===== src/rtl/kpt_pkg.sv =====
package kpt_pkg;

   localparam int CAPACITY_DEF   = 16;
   localparam int COORD_BITS_DEF = 16;
   localparam int OP_W           = 3;
   localparam int LIMIT_W        = 5;
   localparam int REV_W          = 32;
   localparam int URG_W          = 16;
   // depth of the dx, sq and score registers between a new center and a settled score in every cell
   localparam int SCORE_LAT      = 3;

   typedef enum logic [OP_W-1:0] {
      OP_ENQUEUE  = 3'd0,
      OP_CONTAINS = 3'd1,
      OP_REMOVE   = 3'd2,
      OP_CLEAR    = 3'd3,
      OP_POP      = 3'd4
   } kpt_op_type;

   typedef enum logic [2:0] {
      ST_IDLE,
      ST_EXEC,
      ST_SCORE,
      ST_SCAN,
      ST_EMIT
   } kpt_state_type;

   typedef struct packed {
      logic wr_en;
      logic kill;
      logic clear_all;
   } kpt_cell_ctrl_type;

endpackage


===== src/rtl/kpt_cell.sv =====
module kpt_cell
   import kpt_pkg::*;
#(
   parameter int COORD_BITS = COORD_BITS_DEF,
   parameter int IW         = 4,
   parameter int CELL_IDX   = 0
) (
   input  logic                           clock,
   input  logic                           reset,
   input  kpt_cell_ctrl_type              ctrl,
   input  logic signed [COORD_BITS-1:0]   key_x,
   input  logic signed [COORD_BITS-1:0]   key_y,
   input  logic signed [COORD_BITS-1:0]   key_z,
   input  logic [REV_W-1:0]               wr_rev,
   input  logic [REV_W-1:0]               wr_mrev,
   input  logic signed [URG_W-1:0]        wr_urg,
   input  logic signed [COORD_BITS-1:0]   cen_x,
   input  logic signed [COORD_BITS-1:0]   cen_y,
   input  logic signed [COORD_BITS-1:0]   cen_z,
   input  logic                           tin_vld,
   input  logic signed [URG_W-1:0]        tin_urg,
   input  logic [2*COORD_BITS+2:0]        tin_score,
   input  logic signed [COORD_BITS-1:0]   tin_x,
   input  logic signed [COORD_BITS-1:0]   tin_y,
   input  logic signed [COORD_BITS-1:0]   tin_z,
   input  logic [IW-1:0]                  tin_idx,
   output logic                           tout_vld,
   output logic signed [URG_W-1:0]        tout_urg,
   output logic [2*COORD_BITS+2:0]        tout_score,
   output logic signed [COORD_BITS-1:0]   tout_x,
   output logic signed [COORD_BITS-1:0]   tout_y,
   output logic signed [COORD_BITS-1:0]   tout_z,
   output logic [IW-1:0]                  tout_idx,
   output logic                           valid_o,
   output logic                           match_o,
   output logic [REV_W-1:0]               rev_o,
   output logic [REV_W-1:0]               mrev_o
);

   localparam int SW = 2*COORD_BITS + 3;

   logic                          valid_ff;
   logic signed [COORD_BITS-1:0]  x_ff, y_ff, z_ff;
   logic [REV_W-1:0]              rev_ff, mrev_ff;
   logic signed [URG_W-1:0]       urg_ff;

   logic signed [COORD_BITS:0]    dx_ff, dy_ff, dz_ff;
   logic signed [2*COORD_BITS+1:0] sqx_ff, sqy_ff, sqz_ff;
   logic [SW-1:0]                 score_ff;

   logic                          tvld_ff;
   logic signed [URG_W-1:0]       turg_ff;
   logic [SW-1:0]                 tscore_ff;
   logic signed [COORD_BITS-1:0]  tx_ff, ty_ff, tz_ff;
   logic [IW-1:0]                 tidx_ff;

   logic own_first;
   logic take_own;

   always_ff @(posedge clock) begin
      if (reset) begin
         valid_ff <= 1'b0;
      end else if (ctrl.clear_all || ctrl.kill) begin
         valid_ff <= 1'b0;
      end else if (ctrl.wr_en) begin
         valid_ff <= 1'b1;
      end
   end

   always_ff @(posedge clock) begin
      if (ctrl.wr_en) begin
         x_ff    <= key_x;
         y_ff    <= key_y;
         z_ff    <= key_z;
         rev_ff  <= wr_rev;
         mrev_ff <= wr_mrev;
         urg_ff  <= wr_urg;
      end
   end

   // free-running distance score, registered through the dx, sq and score stages after the center
   always_ff @(posedge clock) begin
      dx_ff    <= {x_ff[COORD_BITS-1], x_ff} - {cen_x[COORD_BITS-1], cen_x};
      dy_ff    <= {y_ff[COORD_BITS-1], y_ff} - {cen_y[COORD_BITS-1], cen_y};
      dz_ff    <= {z_ff[COORD_BITS-1], z_ff} - {cen_z[COORD_BITS-1], cen_z};
      sqx_ff   <= dx_ff * dx_ff;
      sqy_ff   <= dy_ff * dy_ff;
      sqz_ff   <= dz_ff * dz_ff;
      score_ff <= SW'($unsigned(sqx_ff)) + (SW'($unsigned(sqy_ff)) << 2)
                  + SW'($unsigned(sqz_ff));
   end

   always_comb begin
      if (urg_ff != tin_urg) begin
         own_first = urg_ff < tin_urg;
      end else if (score_ff != tin_score) begin
         own_first = score_ff < tin_score;
      end else if (y_ff != tin_y) begin
         own_first = y_ff < tin_y;
      end else if (x_ff != tin_x) begin
         own_first = x_ff < tin_x;
      end else begin
         own_first = z_ff < tin_z;
      end
      take_own = valid_ff && (!tin_vld || own_first);
   end

   always_ff @(posedge clock) begin
      if (reset) begin
         tvld_ff <= 1'b0;
      end else begin
         tvld_ff <= take_own || tin_vld;
      end
   end

   always_ff @(posedge clock) begin
      if (take_own) begin
         turg_ff   <= urg_ff;
         tscore_ff <= score_ff;
         tx_ff     <= x_ff;
         ty_ff     <= y_ff;
         tz_ff     <= z_ff;
         tidx_ff   <= IW'(CELL_IDX);
      end else begin
         turg_ff   <= tin_urg;
         tscore_ff <= tin_score;
         tx_ff     <= tin_x;
         ty_ff     <= tin_y;
         tz_ff     <= tin_z;
         tidx_ff   <= tin_idx;
      end
   end

   assign tout_vld   = tvld_ff;
   assign tout_urg   = turg_ff;
   assign tout_score = tscore_ff;
   assign tout_x     = tx_ff;
   assign tout_y     = ty_ff;
   assign tout_z     = tz_ff;
   assign tout_idx   = tidx_ff;
   assign valid_o    = valid_ff;
   assign match_o    = valid_ff && (x_ff == key_x) && (y_ff == key_y) && (z_ff == key_z);
   assign rev_o      = rev_ff;
   assign mrev_o     = mrev_ff;

endmodule

===== config.mk =====
export PLATFORM = sky130hd
export DESIGN_NAME = kpt_cell
export DESIGN_NICKNAME = d
export VERILOG_FILES = /design/src/rtl/kpt_pkg.sv /design/src/rtl/kpt_cell.sv
export SDC_FILE = /design/constraint.sdc
export NUM_CORES = 2
export LEC_CHECK = 0
export ABC_AREA = 1
export BUFFER_PORTS_ARGS = -buffer_cell sky130_fd_sc_hd__buf_2
export CORE_AREA = 3 3 372 337
export CTS_BUF_LIST = sky130_fd_sc_hd__clkbuf_16
export DETAILED_ROUTE_END_ITERATION = 8
export DIE_AREA = 0 0 375 340
export GPL_ROUTABILITY_DRIVEN = 0
export PLACE_DENSITY_LB_ADDON = 0.2
export SYNTH_ARGS = -nofsm -noshare
export SYNTH_HDL_FRONTEND = slang
export SYNTH_SLANG_ARGS = --single-unit

===== constraint.sdc =====
create_clock -name clock -period 15.5 [get_ports clock]
set_clock_uncertainty 0.15 [all_clocks]
set_input_delay 2.325 -clock clock [delete_from_list [all_inputs] [get_ports clock]]
set_output_delay 2.325 -clock clock [all_outputs]
set_load 0.02 [all_outputs]

# Word level (Yosys, flattened, before mapping)
# Cells that the tools add are included.
# word_totals
regBits	420
in_bits	285
word_cells	59
# op_classes
addsub	5
multipliers	3
n_lt_le_gt_ge	5
eq_ne	7
mux	9
reduce_logical	9
# op_table
cell	count
multiplier 17 x 17 -> 34 bit	2
< comparator 16 bit	4
2-to-1 mux 16 bit	4
subtractor 16 x 16 -> 17 bit	3
equality test 16 bit	3
!= test 16 bit	3
adder 34 x 35 -> 35 bit	1
adder 35 x 34 -> 35 bit	1
< comparator 35 bit	1
2-to-1 mux 35 bit	1
!= test 35 bit	1
multiplier 17 x 17 -> 33 bit	1
logical AND 1 bit	4
2-to-1 mux 1 bit	4
logical OR 1 bit	3
OR reduction 2 bit	1
zero test 1 bit	1

# Depth between registers and ports, before layout
# logic_depth
word_depth	8
ltp_mapped	29
depth_no_buf	27

# Least setup slack after synthesis
# No wires, ideal clock.
# synth_timing
path_kind	in2out
startpoint	input key_y[8]
endpoint	output match_o
arrival_time_ns	3.512
required_time_ns	13.025
slack_ns	9.513
path_stages	6
path_buffers	0
path_cell_list	or2_2 a221oi_1 nand4_1 nor4_1 nand4_1 nor2_1
# synth_between
elab_chain_len	3
# synth_lines
item	line_no	text
start: declaration	kpt_cell.sv:12	input logic signed [COORD_BITS-1:0] key_y,
equality test 16 bit	kpt_cell.sv:142	assign match_o = valid_ff && (x_ff == key_x) && (y_ff == key_y) && (z_ff == key_z);
logical AND 1 bit (2 in series)	kpt_cell.sv:142	
end: declaration	kpt_cell.sv:35	output logic match_o,
# No other way between the ends.

# Final worst setup path
# layout_timing
startpoint	input key_z[2]
endpoint	output match_o
# layout_between
elab_chain_len	2
# layout_lines
item	line_no	text
start: declaration	kpt_cell.sv:13	input logic signed [COORD_BITS-1:0] key_z,
equality test 16 bit	kpt_cell.sv:142	
logical AND 1 bit	kpt_cell.sv:142	
# No other way between the ends.

==> key figures <==
Setup path
  – R2R cell count: 22
  – RR Endpoint: sqx_ff[31]
  – Reg2Reg Setup Slack: 8.80 ns
  – CP Data Required Time: roughly 13 ns
  – Crit path buf inv count: 2
  – FF-to-FF Start: dx_ff[16]
  – Critical path startpoint: key_z[2]
  – Critical Path Sink Type: output port
  – Setup CP Type: input port to output port
  – WP depth: 8
  – Critical-path top delay cell: a22oi_1
  – CP Launch Type: input port
  – Critical Path Sink: match_o
  – Crit path DAT: 4.47 ns
  – Worst-path cell chain: buf_2 > or2_2 > a22oi_1 > nand4_1 > nor4_1 > nand4_1 > nor2_1 > buf_2
  – Max incr delay on CP: around 0.62 ns
  – Critical Path Fanout Max: 3
  – Crit-path leading delay family: simple AND/OR/NAND/NOR gates

Route
  – Via Count: about 35000
  – Remaining DRCs: 0
  – Antenna Nets Post-Route: 0
  – Vias per cell: about 4.7
  – Initial drt markers: between 1500 and 2000
  – Router iterations before antenna repair: 7
  – DR WL/cell: 17.01 µm
  – WL final: between 100000 and 150000 µm

Clock network
  – CTS buffer count: between 40 and 50
  – Root buf cell: clkbuf_16
  – Clock Tree Buf Depth: 3
  – CTS tree: built
  – Clk pin slew, worst setup/hold paths: ~0.060 ns
  – Htree depth: 2
  – Num Clock Sinks: about 420
  – Worst skew pair latency: 0.64 ns
  – Post-CTS Setup Bufs: 0
  – Hold buffer count at cts: 0
  – CTS-repair resized insts: 0

Logic synthesis
  – Mux cell area share after synthesis: 0%
  – Register area share after synthesis: 19.81%
  – Largest family of logic cells by synthesized area: adder cells
  – Post-Synth XOR/XNOR Area: 4.252%
  – Synth Area in Compound Gates: about 5.7%
  – Post-synth top area share: roughly 34%
  – Number of synthesized register bits: roughly 420
  – Adder and majority gate portion of the synthesized area: 45.69%
  – Unique cell type count in the Yosys netlist: 54
  – Dominant synthesized flop cell: dfxtp_1
  – Synthesized cell area: around 49000 µm²
  – Number of enable flip-flop cells after synthesis: approximately 130
  – Ranking of synthesized cells by area: fa_1 (34%), dfxtp_1 (12%), ha_1 (12%), inv_1 (12%), edfxtp_1 (7.9%)
  – Post-synth top cells: inv_1 (1502), nand2_1 (958), fa_1 (825), ha_1 (455), dfxtp_1 (289)
  – Cells after Synth: between 5000 and 6000
  – Dominant cell type by area after synthesis: fa_1
  – Synth warn: 0
  – Average size of a mapped cell: around 8.9 µm²
  – Post-Synth Simple-Gate Area: a little under an eighth
  – Mapped Nets: 7014
  – Post-synth ARST share: 0%
  – Top-count cell post-synth: inv_1

Floorplan
  – I/O pin cnt: 455
  – Core ar.: ~120000 µm²
  – Die footprint: 127500 µm²
  – Num rows: 121
  – Starting Density: 40.08%
  – Die width: around 380 µm
  – Die Height: 340 µm

Outcome
  – Status: finished clean

Worst hold path
  – Worst min path class: flop to flop

Timing
  – RSZ-0062 raised after global routing: false
  – Max Slew Vio Count: 0
  – Peak Freq: between 0.1 and 0.15 GHz
  – Final setup vio count: 0
  – Worst Max-Slew Pin Slew: 0.9674 ns
  – Tmin final: 6.944 ns
  – Setup tns final: 0 ns
  – Hold Fails Final Rpt: 0
  – Relative slew margins: between 30% and 40%
  – Final period utilization: ~45%

Final layout
  – Final core occ: 44.59%
  – Final Cell Area: 54070 µm²
  – Nets@finish: between 7000 and 8000
  – Share of cells above drive strength 1: 10.11%
  – P&R area growth vs syn: 11.25%

GRT
  – Largest net degree at the start of global routing: 80
  – Vias in the first global route: ~38000
  – Initial antenna violation count: 19
  – GRT Resource Usage Total: 20.57%
  – First-pass GRT wire length: about 210000 µm
  – Total global routing overflow: 0

Place
  – I/O Buffers: approximately 450
  – Dpl cell area: around 52000 µm²
  – Final HPWL DP: 109200 µm

Run
  – Max_cap viols: 0
-- cells in the final DEF (no fill, tap or decap), types with 8 or more instances in the layout --
cell / count
nor2_1: 156
a31oi_1: 20
edfxtp_1: 128
or2_2: 18
clkbuf_16: 49
nand3_1: 166
nor4_1: 17
a211oi_1: 8
fa_1: 825
o21ai_0: 89
a21o_1: 14
a21oi_1: 225
nand2_1: 958
o21bai_1: 24
o21ai_1: 20
nor3_1: 26
buf_2: 453
xnor2_1: 92
xor2_1: 144
a21boi_1: 8
o21a_1: 17
buf_4: 22
clkinv_2: 9
nand4_1: 27
dfxtp_1: 288
inv_1: 1513
o22ai_1: 12
ha_1: 455
-- through the flow --
step | cells | hold WS, ns | setup slack, ns
after detailed placement | 7383 | 0.3180 | 8.368
after CTS | 7474 | 0.3281 | 8.462
final | 7477 | 0.3270 | 8.556
after global placement | 7383 | 0.2930 | 8.403
after floorplan | 5449 | 0.1790 | 9.513
after global routing | 7474 | 0.3456 | 8.339
-- how the worst min path moves through the flow --
stage                             from        endpoint  slack, ns  cells after the start
after global placement       sqx_ff[0]     score_ff[0]       0.29                      1
after floorplan               dx_ff[0]       sqx_ff[0]       0.18                      0
after CTS                 score_ff[29]  tout_score[29]       0.33                      2
final                     score_ff[20]  tout_score[20]       0.33                      2
after detailed placement     sqx_ff[0]     score_ff[0]       0.32                      1
after global routing      score_ff[29]  tout_score[29]       0.35                      2
-- routing by layer --
metal / up-vias / part of all wire [%] / GRT usage [%] / routed length, µm
li1: 17080 / - / - / -
met1: 17140 / 45 / 27.82 / 57450
met2: 942 / 46 / 34.09 / 58410
met3: 174 / 5.9 / 3.540 / 7442
met4: 16 / 3.0 / 5.570 / 3794
met5: - / 0.072 / 0 / 92
-- worst register-to-register path, stage by stage (launching register included) --
cell	delay [ns]
dfxtp_1	0.90
inv_1	0.45
or2_2	0.42
xor2_1	0.15
ha_1	0.19
o21bai_1	0.17
fa_1	0.53
fa_1	0.43
fa_1	0.47
fa_1	0.49
inv_1	0.05
fa_1	0.48
inv_1	0.05
ha_1	0.35
nand2_1	0.15
nor4_1	0.35
o21ai_0	0.15
nand3_1	0.17
nand3_1	0.11
nand2_1	0.12
nand3_1	0.08
nand2_1	0.08
xor2_1	0.14
-- area by class of cell --
cell class | count | area (µm²)
Timing Repair Buffer | 476 | 2444
Inverter | 1509 | 5664
Multi-Input combinational cell | 3382 | 32730
Clock buffer | 49 | 1226
Clock inverter | 42 | 367.9
Fill cell | 11960 | 67190
Antenna cell | 3 | 7.507
Sequential cell | 417 | 9633
Tap cell | 1599 | 2001
-- flip-flops by register name, indices dropped and copies added, names as in the netlist, 17 cells and up --
register	flops
dz_ff	17
dy_ff	17
dx_ff	17
score_ff	35
sqy_ff	32
mrev_o	32
sqx_ff	33
sqz_ff	33
rev_o	32
tout_score	35
-- cells by family after synthesis --
family / after synthesis
AO/OA/AOI/OAI: 482
XOR/XNOR: 236
adder cells (fa/ha/maj): 1280
buffers and inverters: 1650
flip-flops: 417
other: 1
AND/OR/NAND/NOR: 1383
Power is left out: the tool's default activity adds up to more than one toggle a clock period on the data nets, which glitch-free logic cannot reach.
